**config.mk**
```make
export PLATFORM = sky130hd
export DESIGN_NAME = infix_to_postfix_converter_top
export DESIGN_NICKNAME = d
export VERILOG_FILES = /design/src/rtl/core/itp_pkg.sv /design/src/rtl/core/itp_stack_mem.sv /design/src/rtl/core/itp_out_reg.sv /design/src/rtl/core/itp_ctrl.sv /design/src/rtl/core/infix_to_postfix_converter_top.sv
export VERILOG_INCLUDE_DIRS = /design/src /design/src/rtl/core
export SDC_FILE = /design/constraint.sdc
export NUM_CORES = 1
export LEC_CHECK = 0
export ABC_CLOCK_PERIOD_IN_PS = 3350
export BUFFER_PORTS_ARGS = -buffer_cell sky130_fd_sc_hd__buf_2
export CAP_MARGIN = 20
export CORE_MARGIN = 10
export CORE_UTILIZATION = 50
export DETAILED_ROUTE_END_ITERATION = 10
export PLACE_DENSITY = 0.69
export SYNTH_ARGS = -nofsm -noshare
export SYNTH_HDL_FRONTEND = slang
export SYNTH_HIERARCHICAL = 1
export SYNTH_SLANG_ARGS = --single-unit
```
**constraint.sdc**
```tcl
create_clock -name clk -period 3.35 [get_ports clk]
set_clock_uncertainty 0.05 [all_clocks]
set_input_delay 0.67 -clock clk [delete_from_list [all_inputs] [get_ports clk]]
set_output_delay 0.67 -clock clk [all_outputs]
set_load 0.03 [all_outputs]
```
**src/rtl/core/infix_to_postfix_converter_top_assert.svh**
```systemverilog
// Assertion macros for the infix-to-postfix converter sequencer.
`ifndef INFIX_TO_POSTFIX_CONVERTER_TOP_ASSERT_SVH
`define INFIX_TO_POSTFIX_CONVERTER_TOP_ASSERT_SVH

`ifndef ASSERT_OFF
// Same-cycle implication, checked at every rising edge outside reset.
`define ITP_ASSERT_IMP(lbl, clk, rst, ante, cons) \
  lbl: assert property (@(posedge clk) disable iff (rst) (ante) |-> (cons)) \
    else $error("itp: same-cycle property violated");
// Next-cycle implication, checked at every rising edge outside reset.
`define ITP_ASSERT_NXT(lbl, clk, rst, ante, cons) \
  lbl: assert property (@(posedge clk) disable iff (rst) (ante) |=> (cons)) \
    else $error("itp: next-cycle property violated");
`else
`define ITP_ASSERT_IMP(lbl, clk, rst, ante, cons)
`define ITP_ASSERT_NXT(lbl, clk, rst, ante, cons)
`endif

`endif

```
**src/rtl/core/itp_pkg.sv**
```systemverilog
// Types, character constants and operator helpers for the infix-to-postfix converter.
package itp_pkg;

  // ASCII characters recognised by the converter.
  localparam logic [7:0] CH_ADD  = 8'h2B;
  localparam logic [7:0] CH_SUB  = 8'h2D;
  localparam logic [7:0] CH_MUL  = 8'h2A;
  localparam logic [7:0] CH_DIV  = 8'h2F;
  localparam logic [7:0] CH_ZERO = 8'h30;
  localparam logic [7:0] CH_NINE = 8'h39;

  // Operator codes as held on the stack.
  typedef enum logic [1:0] {
    OP_ADD = 2'd0,
    OP_SUB = 2'd1,
    OP_MUL = 2'd2,
    OP_DIV = 2'd3
  } op_code_t;

  // One result word handed from the sequencer to the output register.
  typedef struct packed {
    logic [7:0] out_char;
    logic       char_valid;
    logic       last;
    logic       ovf;
  } out_word_t;

  function automatic logic is_numeral(input logic [7:0] ch);
    return (ch >= CH_ZERO) && (ch <= CH_NINE);
  endfunction

  function automatic logic is_op(input logic [7:0] ch);
    return (ch == CH_ADD) || (ch == CH_SUB) || (ch == CH_MUL) || (ch == CH_DIV);
  endfunction

  function automatic op_code_t op_code(input logic [7:0] ch);
    op_code_t c;
    case (ch)
      CH_SUB:  c = OP_SUB;
      CH_MUL:  c = OP_MUL;
      CH_DIV:  c = OP_DIV;
      default: c = OP_ADD;
    endcase
    return c;
  endfunction

  // Multiplicative operators rank above additive ones.
  function automatic logic op_rank(input op_code_t c);
    return (c == OP_MUL) || (c == OP_DIV);
  endfunction

  function automatic logic [7:0] op_char(input op_code_t c);
    logic [7:0] ch;
    case (c)
      OP_ADD:  ch = CH_ADD;
      OP_SUB:  ch = CH_SUB;
      OP_MUL:  ch = CH_MUL;
      OP_DIV:  ch = CH_DIV;
      default: ch = CH_ADD;
    endcase
    return ch;
  endfunction

endpackage

```
**src/rtl/core/itp_stack_mem.sv**
```systemverilog
// Operator stack storage: one write port and one registered read port.
module itp_stack_mem #(
  parameter int DEPTH = 32
) (
  input  logic                     clk,
  input  logic                     wr_en,
  input  logic [$clog2(DEPTH)-1:0] wr_addr,
  input  itp_pkg::op_code_t        wr_data,
  input  logic                     rd_en,
  input  logic [$clog2(DEPTH)-1:0] rd_addr,
  output itp_pkg::op_code_t        rd_data
);

  itp_pkg::op_code_t mem [DEPTH];

  // Write port.
  always_ff @(posedge clk) begin
    if (wr_en) begin
      mem[wr_addr] <= wr_data;
    end
  end

  // Read port; the data holds while no read is issued.
  always_ff @(posedge clk) begin
    if (rd_en) begin
      rd_data <= mem[rd_addr];
    end
  end

endmodule

```
**src/rtl/core/itp_out_reg.sv**
```systemverilog
// Output register for the master-side stream of postfix characters.
module itp_out_reg (
  input  logic                clk,
  input  logic                rst,
  input  logic                load,
  input  itp_pkg::out_word_t  word,
  output logic                free,
  output logic                m_tvalid,
  input  logic                m_tready,
  output logic [7:0]          m_tdata,  // out_char
  output logic [1:0]          m_tuser,  // [0] char_valid, [1] stack_overflowed
  output logic                m_tlast   // last_of_expression
);

  itp_pkg::out_word_t held;

  // The slot can take a new word when empty or when its word leaves now.
  assign free = !m_tvalid || m_tready;

  // Valid flag under reset, payload without.
  always_ff @(posedge clk) begin
    if (rst) begin
      m_tvalid <= 1'b0;
    end else if (load) begin
      m_tvalid <= 1'b1;
    end else if (m_tready) begin
      m_tvalid <= 1'b0;
    end
    if (load) begin
      held <= word;
    end
  end

  assign m_tdata = held.out_char;
  assign m_tuser = {held.ovf, held.char_valid};
  assign m_tlast = held.last;

endmodule

```
**src/rtl/core/itp_ctrl.sv**
```systemverilog
// Sequencer: classifies characters, pops and pushes the stack and emits words.
`include "infix_to_postfix_converter_top_assert.svh"

module itp_ctrl #(
  parameter int STACK_DEPTH = 32
) (
  input  logic                           clk,
  input  logic                           rst,
  input  logic                           s_tvalid,
  output logic                           s_tready,
  input  logic [7:0]                     s_tdata,
  input  logic                           s_tlast,
  input  logic                           out_free,
  output logic                           out_load,
  output itp_pkg::out_word_t             out_word,
  output logic                           wr_en,
  output logic [$clog2(STACK_DEPTH)-1:0] wr_addr,
  output itp_pkg::op_code_t              wr_data,
  output logic                           rd_en,
  output logic [$clog2(STACK_DEPTH)-1:0] rd_addr,
  input  itp_pkg::op_code_t              rd_data
);

  localparam int AW = $clog2(STACK_DEPTH);
  localparam int CW = $clog2(STACK_DEPTH + 1);

  typedef enum logic [1:0] {
    S_IDLE,
    S_OP,
    S_FLUSH
  } state_t;

  state_t            state, state_next;
  logic [CW-1:0]     count, count_next;
  logic              ovf, ovf_next;
  logic              top_ok, top_ok_next;
  logic              last_seen, last_seen_next;
  itp_pkg::op_code_t code, code_next;

  logic          accept;
  logic [CW-1:0] count_m1;
  logic [CW-1:0] count_m2;
  logic          pop_now;

  assign s_tready = (state == S_IDLE) && out_free;
  assign accept   = s_tvalid && s_tready;
  assign count_m1 = count - CW'(1);
  assign count_m2 = count - CW'(2);

  // Next-state logic: one stack access and at most one word per cycle.
  always_comb begin
    state_next     = state;
    count_next     = count;
    ovf_next       = ovf;
    top_ok_next    = top_ok;
    last_seen_next = last_seen;
    code_next      = code;
    rd_en          = 1'b0;
    rd_addr        = count_m1[AW-1:0];
    wr_en          = 1'b0;
    wr_addr        = count[AW-1:0];
    wr_data        = code;
    out_load       = 1'b0;
    out_word       = '{out_char: 8'd0, char_valid: 1'b0, last: 1'b0, ovf: ovf};
    pop_now        = 1'b0;

    case (state)
      S_IDLE: begin
        if (accept) begin
          // Fetch the top entry early in case an operator or flush follows.
          rd_en          = (count != '0);
          top_ok_next    = (count != '0);
          code_next      = itp_pkg::op_code(s_tdata);
          last_seen_next = s_tlast;
          if (itp_pkg::is_numeral(s_tdata)) begin
            out_load            = 1'b1;
            out_word.out_char   = s_tdata;
            out_word.char_valid = 1'b1;
            out_word.last       = s_tlast && (count == '0);
          end
          if (itp_pkg::is_op(s_tdata)) begin
            state_next = S_OP;
          end else if (s_tlast) begin
            if (count == '0) begin
              // Empty stack: end here, with a blank end marker unless the last character is a digit.
              if (!itp_pkg::is_numeral(s_tdata)) begin
                out_load      = 1'b1;
                out_word.last = 1'b1;
              end
              ovf_next = 1'b0;
            end else begin
              state_next = S_FLUSH;
            end
          end
        end
      end

      S_OP: begin
        if ((count == '0) ||
            (top_ok && (itp_pkg::op_rank(rd_data) < itp_pkg::op_rank(code)))) begin
          // Nothing left to pop: push, or drop on a full stack.
          if (count < CW'(STACK_DEPTH)) begin
            wr_en      = 1'b1;
            count_next = count + CW'(1);
          end else begin
            ovf_next = 1'b1;
          end
          top_ok_next = 1'b0;
          state_next  = last_seen ? S_FLUSH : S_IDLE;
        end else if (!top_ok) begin
          rd_en       = 1'b1;
          top_ok_next = 1'b1;
        end else if (out_free) begin
          // Pop an operator of equal or higher rank and fetch the one below.
          pop_now             = 1'b1;
          out_load            = 1'b1;
          out_word.out_char   = itp_pkg::op_char(rd_data);
          out_word.char_valid = 1'b1;
          count_next          = count_m1;
          rd_en               = (count > CW'(1));
          rd_addr             = count_m2[AW-1:0];
          top_ok_next         = (count > CW'(1));
        end
      end

      S_FLUSH: begin
        if (!top_ok) begin
          rd_en       = 1'b1;
          top_ok_next = 1'b1;
        end else if (out_free) begin
          // Emit the top entry; the bottom one closes the expression.
          pop_now             = 1'b1;
          out_load            = 1'b1;
          out_word.out_char   = itp_pkg::op_char(rd_data);
          out_word.char_valid = 1'b1;
          out_word.last       = (count == CW'(1));
          count_next          = count_m1;
          if (count > CW'(1)) begin
            rd_en       = 1'b1;
            rd_addr     = count_m2[AW-1:0];
            top_ok_next = 1'b1;
          end else begin
            top_ok_next = 1'b0;
            ovf_next    = 1'b0;
            state_next  = S_IDLE;
          end
        end
      end

      default: begin
        state_next = S_IDLE;
      end
    endcase
  end

  // State and control registers.
  always_ff @(posedge clk) begin
    if (rst) begin
      state     <= S_IDLE;
      count     <= '0;
      ovf       <= 1'b0;
      top_ok    <= 1'b0;
      last_seen <= 1'b0;
    end else begin
      state     <= state_next;
      count     <= count_next;
      ovf       <= ovf_next;
      top_ok    <= top_ok_next;
      last_seen <= last_seen_next;
    end
    code <= code_next;
  end

  // The stack never holds more entries than it has.
  `ITP_ASSERT_IMP(a_count_range, clk, rst, 1'b1, count <= CW'(STACK_DEPTH))
  // A word is only handed over when the output slot can take it.
  `ITP_ASSERT_IMP(a_load_free, clk, rst, out_load, out_free)
  // A pop only uses read data that belongs to the current top entry.
  `ITP_ASSERT_IMP(a_pop_top, clk, rst, pop_now, top_ok && (count != '0))
  // After the final word of an expression the stack and error flag are clear.
  `ITP_ASSERT_NXT(a_end_clear, clk, rst, out_load && out_word.last,
                  (count == '0) && !ovf && (state == S_IDLE))

endmodule

```
**src/rtl/core/infix_to_postfix_converter_top.sv**
```systemverilog
// Top level of the shunting-yard infix-to-postfix converter.
//
// Input stream: one ASCII character per word on s_tdata, s_tlast marking the
// last character of an expression. Digits pass straight through; + - * / go
// onto an operator stack after popping every stacked operator of equal or
// higher rank; other characters are dropped. At the last character the stack
// is flushed top first and the final word carries m_tlast. If an expression
// yields nothing, a blank word (m_tuser[0] low) with m_tlast is sent.
// m_tuser[1] shows the sticky overflow flag, set when an operator is dropped
// on a full stack and cleared at the end of each expression.
// Timing: an operator first pops entries one at a time and then pushes, and the
// end of an expression flushes entries one at a time; the registered read
// port of the stack memory sets this, each pop issuing the read of the entry
// below it. A word reaches m_tvalid in the cycle after it is formed.
// Reset (rst, synchronous) empties the stack and the output register; no
// clearing pass is needed. When m_tready is low, the held word waits, the
// sequencer stalls and s_tready drops until the output register is free.
module infix_to_postfix_converter_top #(
  parameter int STACK_DEPTH = 32
) (
  input  logic       clk,
  input  logic       rst,
  input  logic       s_tvalid,
  output logic       s_tready,
  input  logic [7:0] s_tdata,   // symbol
  input  logic       s_tlast,   // end_of_expression
  output logic       m_tvalid,
  input  logic       m_tready,
  output logic [7:0] m_tdata,   // out_char
  output logic [1:0] m_tuser,   // [0] char_valid, [1] stack_overflowed
  output logic       m_tlast    // last_of_expression
);

  localparam int AW = $clog2(STACK_DEPTH);

  logic               out_free;
  logic               out_load;
  itp_pkg::out_word_t out_word;
  logic               wr_en;
  logic [AW-1:0]      wr_addr;
  itp_pkg::op_code_t  wr_data;
  logic               rd_en;
  logic [AW-1:0]      rd_addr;
  itp_pkg::op_code_t  rd_data;

  // Sequencer.
  itp_ctrl #(
    .STACK_DEPTH(STACK_DEPTH)
  ) u_ctrl (
    .clk      (clk),
    .rst      (rst),
    .s_tvalid (s_tvalid),
    .s_tready (s_tready),
    .s_tdata  (s_tdata),
    .s_tlast  (s_tlast),
    .out_free (out_free),
    .out_load (out_load),
    .out_word (out_word),
    .wr_en    (wr_en),
    .wr_addr  (wr_addr),
    .wr_data  (wr_data),
    .rd_en    (rd_en),
    .rd_addr  (rd_addr),
    .rd_data  (rd_data)
  );

  // Operator stack memory.
  itp_stack_mem #(
    .DEPTH(STACK_DEPTH)
  ) u_stack (
    .clk     (clk),
    .wr_en   (wr_en),
    .wr_addr (wr_addr),
    .wr_data (wr_data),
    .rd_en   (rd_en),
    .rd_addr (rd_addr),
    .rd_data (rd_data)
  );

  // Output register.
  itp_out_reg u_out (
    .clk      (clk),
    .rst      (rst),
    .load     (out_load),
    .word     (out_word),
    .free     (out_free),
    .m_tvalid (m_tvalid),
    .m_tready (m_tready),
    .m_tdata  (m_tdata),
    .m_tuser  (m_tuser),
    .m_tlast  (m_tlast)
  );

endmodule
```
==> qor.yml, run 1 <==
global_routing:
  grt_pass1_wl_mm: 17.55
  antenna_found_initial: 0
  grt_max_degree: 36
  grt_pass1_vias: 3237
  overflow: 0
  track_usage_pct: 16.60
timing:
  rsz0062_at_grt: "no"
  timing.final.hold_violations: 0
  timing.fmax_mhz: 312.0
  post-route-min-period_ps: 3205
  finalCritPeriodShare_pct: 95.66
  setup_violations: 0
  drv_slew: 0
  worstMarginPinSlew_ps: 1016
  worst_slew_margin_rel_pct: 32.26
logic_synthesis:
  synth.avg_cell_area_sq_um: 11.78
  synthAdderAreaFrac_pct: 2.912
  synth_xor_area_share_pct: 1.483
  synthArstFlopShare_pct: 0
  synth_edf_count: 79
  synthSimpleGateAreaFrac_pct: 14.43
  synth_top_family_by_area: "simple AND/OR/NAND/NOR gates"
  synth-seq-cells: 91
  yosysWarnings: 6
  ys_seq_area_share_pct: 55.28
  synth_mux_area_share_pct: 7.652
  yosys_most_used_dff: "edfxtp_1"
  synth_compound_area_share_pct: 12.73
  netlist_instances: 401
  synth.distinct_cells: 67
  synth_area_sq_mm: 0.004726
detailed_routing:
  routedWlPerCell_um: 18.52
  drc: 0
  drt_iter0_markers: 323
  vias_per_cell: 5.760
  dr.pass1.iters: 5
  vias: 3358
  ant_nets: 0
  wl_mm: 10.80
critical_path:
  r2r_end: "u_stack/rd_data[1]$_DFFE_PP_"
  critPathMaxStageDelay_ps: 550
  crit_type: "reg2reg"
  cp-end-kind: "register"
  ff2ff_path_depth: 12
  r2r_start: "u_ctrl/count[5]$_SDFFE_PP0P_"
  path_cells: "or4_4, buf_4, o21ai_0, a21oi_1, a21oi_2, a21oi_4, buf_12, buf_4, mux2i_1, a22oi_1, a31oi_1, o311ai_1"
  cpMostUsedCell: "buf_4"
  cp-start-kind: "register"
  worstPathMaxFanout: 12
  reg2reg_setup_slack_ps: 150
  slowest_stage: "or4_4"
  crit_arrival_ps: 3250
  cp_data_required_time_ps: 3390
power:
  total_power_mw: 3.001
  powerDensity_mw_per_mm2: 563.8
  ir_drop_mv: 0.3125
  leakagePower_nw: 2.003
clock_tree:
  ctsHoldBuffers: 0
  cts-htree-levels: 3
  cts_tree: "done"
  cts.sinks: 91
  clock_path_buffers: 2
  worstSkewPairLatency_ps: 350
  clkTransAtPathRegs_ps: 90
  cts_root_buf: "clkbuf_8"
  cts_buffers: 9
layout:
  final_cell_mix: "edfxtp_1 (79), nor2_1 (51), buf_4 (36), mux2i_1 (35), buf_2 (25)"
  final_area_sq_mm: 0.005323
  finalNetCount: 473
  final_common_cell: "edfxtp_1"
  fillerInstances: 778
  layoutNonFillerInstCount: 583
  multi_input_area_sq_mm: 0.001903
  area_delta_synth_final_pct: 12.63
  seq_area_sq_mm: 0.002613
  final_layout_size_suffix_gt1_share_pct: 21.37
  antenna_cells: 0
hold_path:
  min_delay_path_depth: 0
  min_delay_worst_endpoint: "u_out/m_tuser[1]$_DFFE_PP_"
  hp-start: "u_ctrl/ovf$_SDFFE_PP0P_"
  hold_path.class: "reg2reg"
floorplanning:
  core_sq_mm: 0.009240
  row_count: 35
  dieArea_sq_mm: 0.01374
  dieWidth_um: 117.2
  ioPinCount: 26
  initial_core_util_pct: 51.14
  die_y_um: 117.2
run_status:
  status: "complete, no violations"
run:
  maxCapViolations: 0
placed_design:
  placed_area_sq_mm: 0.005086
  port_buffers: 25
  placed_cells: 564
  dp_hpwl_mm: 7.364
  place_congestion: 0.8854
==> worst max-delay path by stage <==
| stage | slack (ps) | cells after the start | start | to |
|---|---|---|---|---|
| detailed placement | -70 | 12 | u_ctrl/count[0]$_SDFFE_PP0P_ | u_stack/rd_data[1]$_DFFE_PP_ |
| CTS | 70 | 11 | u_ctrl/count[0]$_SDFFE_PP0P_ | u_stack/rd_data[0]$_DFFE_PP_ |
| floorplan | 340 | 12 | u_ctrl/wr_data[1]$_DFFE_PP_ | u_stack/rd_data[0]$_DFFE_PP_ |
| global placement | 8 | 13 | m_tready | u_stack/rd_data[0]$_DFFE_PP_ |
| global route | 5 | 12 | u_ctrl/count[5]$_SDFFE_PP0P_ | u_stack/rd_data[1]$_DFFE_PP_ |
| finish | 150 | 12 | u_ctrl/count[5]$_SDFFE_PP0P_ | u_stack/rd_data[1]$_DFFE_PP_ |
==> cell usage after synthesis (4+ instances only) <==
library cell | number | area share (%)
nor2_1 | 51 | 4.1
inv_1 | 14 | 1.1
a22oi_1 | 16 | 2.5
buf_4 | 11 | 1.7
nand3_1 | 4 | 0.42
nand2_1 | 21 | 1.7
clkbuf_1 | 4 | 0.32
nor3_1 | 4 | 0.42
a21oi_1 | 22 | 2.3
xnor2_1 | 7 | 1.3
o22ai_1 | 5 | 0.66
a221oi_1 | 4 | 0.74
buf_6 | 6 | 1.4
and2_1 | 5 | 0.66
mux2i_1 | 35 | 7.4
edfxtp_1 | 79 | 50
nand4b_1 | 4 | 0.74
nand3b_1 | 9 | 1.4
ha_1 | 11 | 2.9
o21ai_0 | 10 | 1.1
dfxtp_1 | 12 | 5.1
==> where the power goes <==
part,internal (mW),leakage [nW],switching [mW]
Sequential,1.30,0.822,0.0310
Clock,0.278,0.0771,0.411
Combinational,0.417,1.10,0.566
Total,1.99,2.00,1.01
==> flip-flops by register name, indices dropped and copies added (netlist names) <==
| name | flops |
|---|---|
| u_ctrl/count | 6 |
| u_ctrl/last_seen | 1 |
| u_ctrl/ovf | 1 |
| u_ctrl/state | 2 |
| u_ctrl/top_ok | 1 |
| u_ctrl/wr_data | 2 |
| u_out/m_tdata | 8 |
| u_out/m_tlast | 1 |
| u_out/m_tuser | 2 |
| u_out/m_tvalid | 1 |
| u_stack/mem | 64 |
| u_stack/rd_data | 2 |
==> through the flow <==
stage               worst slack (ps)  TNS [ps]  hold slack, ps  util, %
floorplan                      344.8         0           398.4        -
global placement               8.384         0           368.9    55.04
detailed placement            -73.65    -129.1           370.9    55.04
CTS                            65.35         0           395.0    57.06
global route                   5.475         0           413.9    57.60
finish                         145.3         0           390.9    57.60
==> worst max-delay path: cells and delay by family (launching register included) <==
kind | cells | cell delay, ps
buffers and inverters | 3 | 500
muxes | 1 | 220
AOI/OAI and AO/OA | 7 | 1270
DFF | 1 | 350
and+or+nand+nor | 1 | 550
==> cell families (layout without fill, tap and decap cells) <==
kind of cell / Yosys count / in the layout
adders and majority gates: 11 / 11
xor gates and xnor gates: 8 / 8
buffers and inverters: 41 / 92
DFF: 91 / 91
other: 1 / 2
muxes: 36 / 36
AOI/OAI and AO/OA: 85 / 86
and+or+nand+nor: 128 / 128
==> per-layer routing <==
| metal | share of wire [%] | global-route usage [%] |
|---|---|---|
| met1 | 45 | 22.75 |
| met3 | 6.1 | 2.905 |
| met4 | 0.90 | 4.530 |
| met2 | 48 | 26.42 |
| met5 | 0 | 0 |
==> timing repair <==
action                     in CTS  in global routing
setup endpoints to repair       2                  2
gates cloned                    1                  0
buffers inserted                0                  2
resized for setup               0                  5
==> layout make-up <==
cell class / instances / area share, %
clock buffers: 10 / 2.398
repair buffers: 62 / 7.804
multi-input cells: 271 / 35.75
flip-flops and latches: 91 / 49.08
well taps: 129 / 3.032
clock inverters: 6 / 0.9403
inverters: 14 / 0.9873
Note: power is estimated with default switching activity, not from simulation.
==> run 2, diff against run 1 <==
CORE_UTILIZATION = 53   (was 50)
PLACE_DENSITY = 0.73   (was 0.69)
==> qor.yml, run 2 (same netlist as run 1, synthesis figures left out) <==
timing:
  worst_slew_margin_rel_pct: 33.40  # was 32.26%
  timing.fmax_mhz: 313.9  # was 312.0 MHz
  worstMarginPinSlew_ps: 998.9  # was 1016 ps
  setup_violations: 0  # unchanged
  rsz0062_at_grt: "no"  # unchanged
  drv_slew: 0  # unchanged
  timing.final.hold_violations: 0  # unchanged
  post-route-min-period_ps: 3185  # was 3205 ps
  finalCritPeriodShare_pct: 95.09  # was 95.66%
global_routing:
  use_met1_pct: 22.79  # was 22.75%
  busiest_layer: "met2"  # unchanged
  grtUsageMet2_pct: 26.24  # was 26.42%
  antenna_found_initial: 0  # unchanged
  grt_pass1_wl_mm: 17.44  # was 17.55 mm
  grt_pass1_vias: 3352  # was 3237
  grt_max_degree: 36  # unchanged
  overflow: 0  # unchanged
  track_usage_pct: 16.87  # was 16.60%
  grtUsageMet3_pct: 4.193  # was 2.905%
placed_design:
  placed_area_sq_mm: 0.005075  # was 0.005086 sq mm
  dp_hpwl_mm: 7.414  # was 7.364 mm
  port_buffers: 25  # unchanged
  placed_cells: 545  # was 564
  place_congestion: 0.8990  # was 0.8854
detailed_routing:
  drc: 0  # unchanged
  ant_nets: 0  # unchanged
  dr.pass1.iters: 5  # unchanged
  wl_mm: 10.76  # was 10.80 mm
  vias: 3349  # was 3358
  routedWlPerCell_um: 18.98  # was 18.52 um
  vias_per_cell: 5.907  # was 5.760
  drt_iter0_markers: 258  # was 323
clock_tree:
  cts-htree-levels: 3  # unchanged
  clkTransAtPathRegs_ps: 100  # was 90 ps
  clock_path_buffers: 2  # unchanged
  cts.sinks: 91  # unchanged
  cts_root_buf: "clkbuf_8"  # unchanged
  cts_buffers: 9  # unchanged
  worstSkewPairLatency_ps: 360  # was 350 ps
  cts_tree: "done"  # unchanged
layout:
  area_delta_synth_final_pct: 13.21  # was 12.63%
  final_cell_mix: "edfxtp_1 (79), nor2_1 (51), buf_4 (41), mux2i_1 (35), buf_2 (25)"  # was edfxtp_1 (79), nor2_1 (51), buf_4 (36), mux2i_1 (35), buf_2 (25)
  final_common_cell: "edfxtp_1"  # unchanged
  fillerInstances: 690  # was 778
  multi_input_area_sq_mm: 0.001912  # was 0.001903 sq mm
  finalNetCount: 478  # was 473
  antenna_cells: 0  # unchanged
  final_layout_size_suffix_gt1_share_pct: 22.22  # was 21.37%
  seq_area_sq_mm: 0.002613  # unchanged
  fin_util_pct: 61.35  # was 57.60%
  largest-register: "u_stack/mem"  # unchanged
  final_area_sq_mm: 0.005350  # was 0.005323 sq mm
  layoutNonFillerInstCount: 567  # was 583
  largest_reg_flops: 64  # unchanged
critical_path:
  crit_type: "reg2reg"  # unchanged
  slowest_stage: "or4_4"  # unchanged
  path_cells: "or4_4, o21ai_0, a211oi_4, buf_4, o22ai_1, and2_2, a22oi_1, and4b_1, a31oi_1, o311ai_1"  # was or4_4, buf_4, o21ai_0, a21oi_1, a21oi_2, a21oi_4, buf_12, buf_4, mux2i_1, a22oi_1, a31oi_1, o311ai_1
  crit_buf_inv: 1  # was 3
  critPathTopFamily: "compound AO/OA/AOI/OAI gates"  # unchanged
  worstPathMaxFanout: 8  # was 12
  critPathMaxStageDelay_ps: 580  # was 550 ps
  cp_data_required_time_ps: 3380  # was 3390 ps
  cp-start-kind: "register"  # unchanged
  crit_arrival_ps: 3220  # was 3250 ps
  cp-end-kind: "register"  # unchanged
floorplanning:
  die_y_um: 114.4  # was 117.2 um
  row_count: 34  # was 35
  dieWidth_um: 114.4  # was 117.2 um
  initial_core_util_pct: 54.19  # was 51.14%
  dieArea_sq_mm: 0.01309  # was 0.01374 sq mm
  core_sq_mm: 0.008721  # was 0.009240 sq mm
  ioPinCount: 26  # unchanged
hold_path:
  hold_path.class: "reg2reg"  # unchanged
power:
  leakagePower_nw: 2.037  # was 2.003 nW
  powerDensity_mw_per_mm2: 567.7  # was 563.8 mW/mm^2
  total_power_mw: 3.037  # was 3.001 mW
  ir_drop_mv: 0.2365  # was 0.3125 mV
run_status:
  status: "complete, no violations"  # unchanged
run:
  maxCapViolations: 0  # unchanged
run 2: repair_timing:
action | 4_1_cts | 5_1_grt
buffers inserted | 0 | 5
hold endpoints to repair | 0 | 0
pin swaps | 1 | 1
gates cloned | 1 | 0
gates resized for setup | 2 | 5
endpoints found under the setup margin | 2 | 2
hold buffers | 0 | 0
run 2: final timing paths:
path,to,from,depth (start not counted),slack (ps)
min reg2reg,u_out/m_tuser[1]$_DFFE_PP_,u_ctrl/ovf$_SDFFE_PP0P_,0,420
min,u_out/m_tuser[1]$_DFFE_PP_,u_ctrl/ovf$_SDFFE_PP0P_,0,420
max,u_stack/rd_data[0]$_DFFE_PP_,u_ctrl/count[5]$_SDFFE_PP0P_,10,160
max reg2reg,u_stack/rd_data[0]$_DFFE_PP_,u_ctrl/count[5]$_SDFFE_PP0P_,10,160
run 2: where the power goes:
| part | internal, mW | switching (mW) | total, mW |
|---|---|---|---|
| logic | 0.430 | 0.581 | 1.01 |
| registers | 1.30 | 0.0280 | 1.33 |
| clock network | 0.281 | 0.419 | 0.701 |
| total | 2.01 | 1.03 | 3.04 |
run 2: layout make-up:
cell class	count	area share, %
Sequential cell	91	48.83
Multi-Input combinational cell	271	35.73
Timing Repair Buffer	67	8.466
Tap cell	108	2.526
Clock buffer	9	2.315
Clock inverter	7	1.146
Inverter	14	0.9822
run 2: per-layer routing:
layer,share of wire [%],wire length (um),vias up
li1,-,-,1606
met2,48,5135,90
met5,0,0,-
met3,5.9,631,14
met1,45,4815,1639
met4,1.7,178,0
run 2: worst reg2reg max path, cell delays in order (launching register included):
cell and delay [ps]:
dfxtp_1 360, or4_4 580, o21ai_0 380, a211oi_4 140, buf_4 160, o22ai_1 260, and2_2 310, a22oi_1 130
and4b_1 210, a31oi_1 200, o311ai_1 140
run 2: stage by stage:
| stage | setup WS, ps | TNS, ps | hold slack [ps] |
|---|---|---|---|
| after floorplan | 344.8 | 0 | 398.4 |
| after global placement | -28.60 | -53.14 | 365.3 |
| after detailed placement | -167.4 | -233.4 | 398.7 |
| after CTS | 44.14 | 0 | 431.2 |
| after global routing | 5.019 | 0 | 429.8 |
| final | 164.6 | 0 | 422.2 |
==> run 3, diff against run 2 <==
BUFFER_PORTS_ARGS = -buffer_cell sky130_fd_sc_hd__buf_4   (was -buffer_cell sky130_fd_sc_hd__buf_2)
==> qor.yml, run 3 (same netlist as run 1, synthesis figures left out) <==
run_status:
  status: "complete, no violations"  # unchanged
hold_path:
  hp-start: "u_ctrl/ovf$_SDFFE_PP0P_"  # unchanged
  min_delay_worst_endpoint: "u_out/m_tuser[1]$_DFFE_PP_"  # unchanged
  min_delay_path_depth: 0  # unchanged
  hold_path.class: "reg2reg"  # unchanged
clock_tree:
  clock_path_buffers: 2  # unchanged
  cts-htree-levels: 3  # unchanged
  cts_tree: "done"  # unchanged
  cts_buffers: 9  # unchanged
  cts.sinks: 91  # unchanged
  cts_root_buf: "clkbuf_8"  # unchanged
  ctsHoldBuffers: 0  # unchanged
  worstSkewPairLatency_ps: 350  # was 360 ps
  clkTransAtPathRegs_ps: 100  # about the same
run:
  maxCapViolations: 0  # unchanged
floorplanning:
  row_count: 34  # unchanged
  die_y_um: 114.4  # unchanged
  dieWidth_um: 114.4  # unchanged
  dieArea_sq_mm: 0.01309  # unchanged
  core_sq_mm: 0.008721  # unchanged
  initial_core_util_pct: 54.19  # unchanged
  ioPinCount: 26  # unchanged
critical_path:
  critPathTopFamily: "compound AO/OA/AOI/OAI gates"  # unchanged
  worstPathMaxFanout: 10  # was 8
  r2r_end: "u_stack/rd_data[1]$_DFFE_PP_"  # was u_stack/rd_data[0]$_DFFE_PP_
  path_cells: "or4_4, buf_4, o21ai_0, a21oi_1, a21oi_2, a21oi_4, buf_12, mux2i_1, a22oi_1, and4b_1, a31oi_1, o311ai_1"  # was or4_4, o21ai_0, a211oi_4, buf_4, o22ai_1, and2_2, a22oi_1, and4b_1, a31oi_1, o311ai_1
  cp-start-kind: "register"  # unchanged
  reg2reg_setup_slack_ps: 260  # was 160 ps
  ff2ff_path_depth: 12  # was 10
  crit_type: "reg2reg"  # unchanged
  r2r_start: "u_ctrl/count[5]$_SDFFE_PP0P_"  # unchanged
  crit_buf_inv: 2  # was 1
  cp-end-kind: "register"  # unchanged
  crit_arrival_ps: 3130  # was 3220 ps
  critPathMaxStageDelay_ps: 560  # was 580 ps
  slowest_stage: "or4_4"  # unchanged
  cp_data_required_time_ps: 3400  # was 3380 ps
timing:
  worstMarginPinSlew_ps: 1036  # was 998.9 ps
  setup_violations: 0  # unchanged
  drv_slew: 0  # unchanged
  post-route-min-period_ps: 3086  # was 3185 ps
  rsz0062_at_grt: "no"  # unchanged
  setup_tns_ps: 0  # unchanged
  finalCritPeriodShare_pct: 92.12  # was 95.09%
  timing.fmax_mhz: 324.0  # was 313.9 MHz
  timing.final.hold_violations: 0  # unchanged
  worst_slew_margin_rel_pct: 30.91  # was 33.40%
placed_design:
  port_buffers: 25  # unchanged
  dp_hpwl_mm: 7.408  # was 7.414 mm
  place_congestion: 0.8661  # was 0.8990
  placed_area_sq_mm: 0.005100  # was 0.005075 sq mm
detailed_routing:
  routedWlPerCell_um: 19.02  # was 18.98 um
  ant_nets: 0  # unchanged
  drt_iter0_markers: 239  # was 258
  dr.pass1.iters: 5  # unchanged
  drc: 0  # unchanged
  wl_mm: 10.63  # was 10.76 mm
  vias_per_cell: 5.995  # was 5.907
  vias: 3351  # was 3349
global_routing:
  track_usage_pct: 16.73  # was 16.87%
  grt_max_degree: 36  # unchanged
  grt_pass1_vias: 3396  # was 3352
  overflow: 0  # unchanged
  antenna_found_initial: 0  # unchanged
  grt_pass1_wl_mm: 17.39  # was 17.44 mm
power:
  leakagePower_nw: 2.032  # was 2.037 nW
  powerDensity_mw_per_mm2: 574.3  # was 567.7 mW/mm^2
  ir_drop_mv: 0.2755  # was 0.2365 mV
layout:
  fin_util_pct: 61.54  # was 61.35%
  area_delta_synth_final_pct: 13.56  # was 13.21%
  fillerInstances: 675  # was 690
  final_layout_size_suffix_gt1_share_pct: 20.84  # was 22.22%
  final_area_sq_mm: 0.005366  # was 0.005350 sq mm
  largest_reg_flops: 64  # unchanged
  antenna_cells: 0  # unchanged
  largest-register: "u_stack/mem"  # unchanged
  finalNetCount: 470  # was 478
  final_cell_mix: "edfxtp_1 (79), buf_4 (58), nor2_1 (51), mux2i_1 (35), nand2_1 (21)"  # was edfxtp_1 (79), nor2_1 (51), buf_4 (41), mux2i_1 (35), buf_2 (25)
  final_common_cell: "edfxtp_1"  # unchanged
[run 3: timing repair]
item | 4_1_cts | 5_1_grt
buffers inserted | 0 | 2
gates resized for setup | 0 | 6
gates cloned | 1 | 0
endpoints found under the setup margin | 1 | 2
[run 3: worst max path at each step]
stage,slack [ps],cells past startpoint,start,to
final,260,12,u_ctrl/count[5]$_SDFFE_PP0P_,u_stack/rd_data[1]$_DFFE_PP_
after global routing,90,11,u_ctrl/count[2]$_SDFFE_PP0P_,u_stack/rd_data[1]$_DFFE_PP_
after CTS,110,10,u_ctrl/count[0]$_SDFFE_PP0P_,u_stack/rd_data[0]$_DFFE_PP_
after detailed placement,-70,13,m_tready,u_stack/rd_data[1]$_DFFE_PP_
after global placement,10,13,m_tready,u_stack/rd_data[1]$_DFFE_PP_
after floorplan,340,12,u_ctrl/wr_data[1]$_DFFE_PP_,u_stack/rd_data[0]$_DFFE_PP_
[run 3: final cells by class]
class                           instances  area (sq um)  share of cell area (%)
Sequential cell                        91          2613                   48.68
Clock buffer                            9         123.9                   2.308
Timing Repair Buffer                   59         455.4                   8.487
Clock inverter                          7         83.83                   1.562
Multi-Input combinational cell        271          1903                   35.46
Tap cell                              108         135.1                   2.518
Inverter                               14         52.55                  0.9792
[run 3: where the power goes]
group,total (mW),switching (mW),internal (mW),leakage (nW)
logic,0.988,0.561,0.427,1.11
clock network,0.763,0.406,0.357,0.101
registers,1.33,0.0329,1.30,0.822
total,3.08,1.00,2.08,2.03
[run 3: metrics by stage]
stage               power, mW  setup slack (ps)  hold WS, ps  instances
floorplan               2.041             344.8        398.4        402
global placement        2.251             10.69        397.1        540
detailed placement      2.280            -65.28        401.9        540
CTS                     3.045             114.5        425.1        557
global route            3.234             92.46        438.4        559
finish                  3.082             264.0        425.2        559
[run 3: layer usage]
metal / up-vias / part of all wire, % / GRT usage [%]
met1: 1633 / 44 / 21.83
li1: 1583 / - / -
met3: 23 / 6.1 / 3.092
met5: - / 0 / 0
met2: 112 / 47 / 26.39
met4: 0 / 2.6 / 7.602
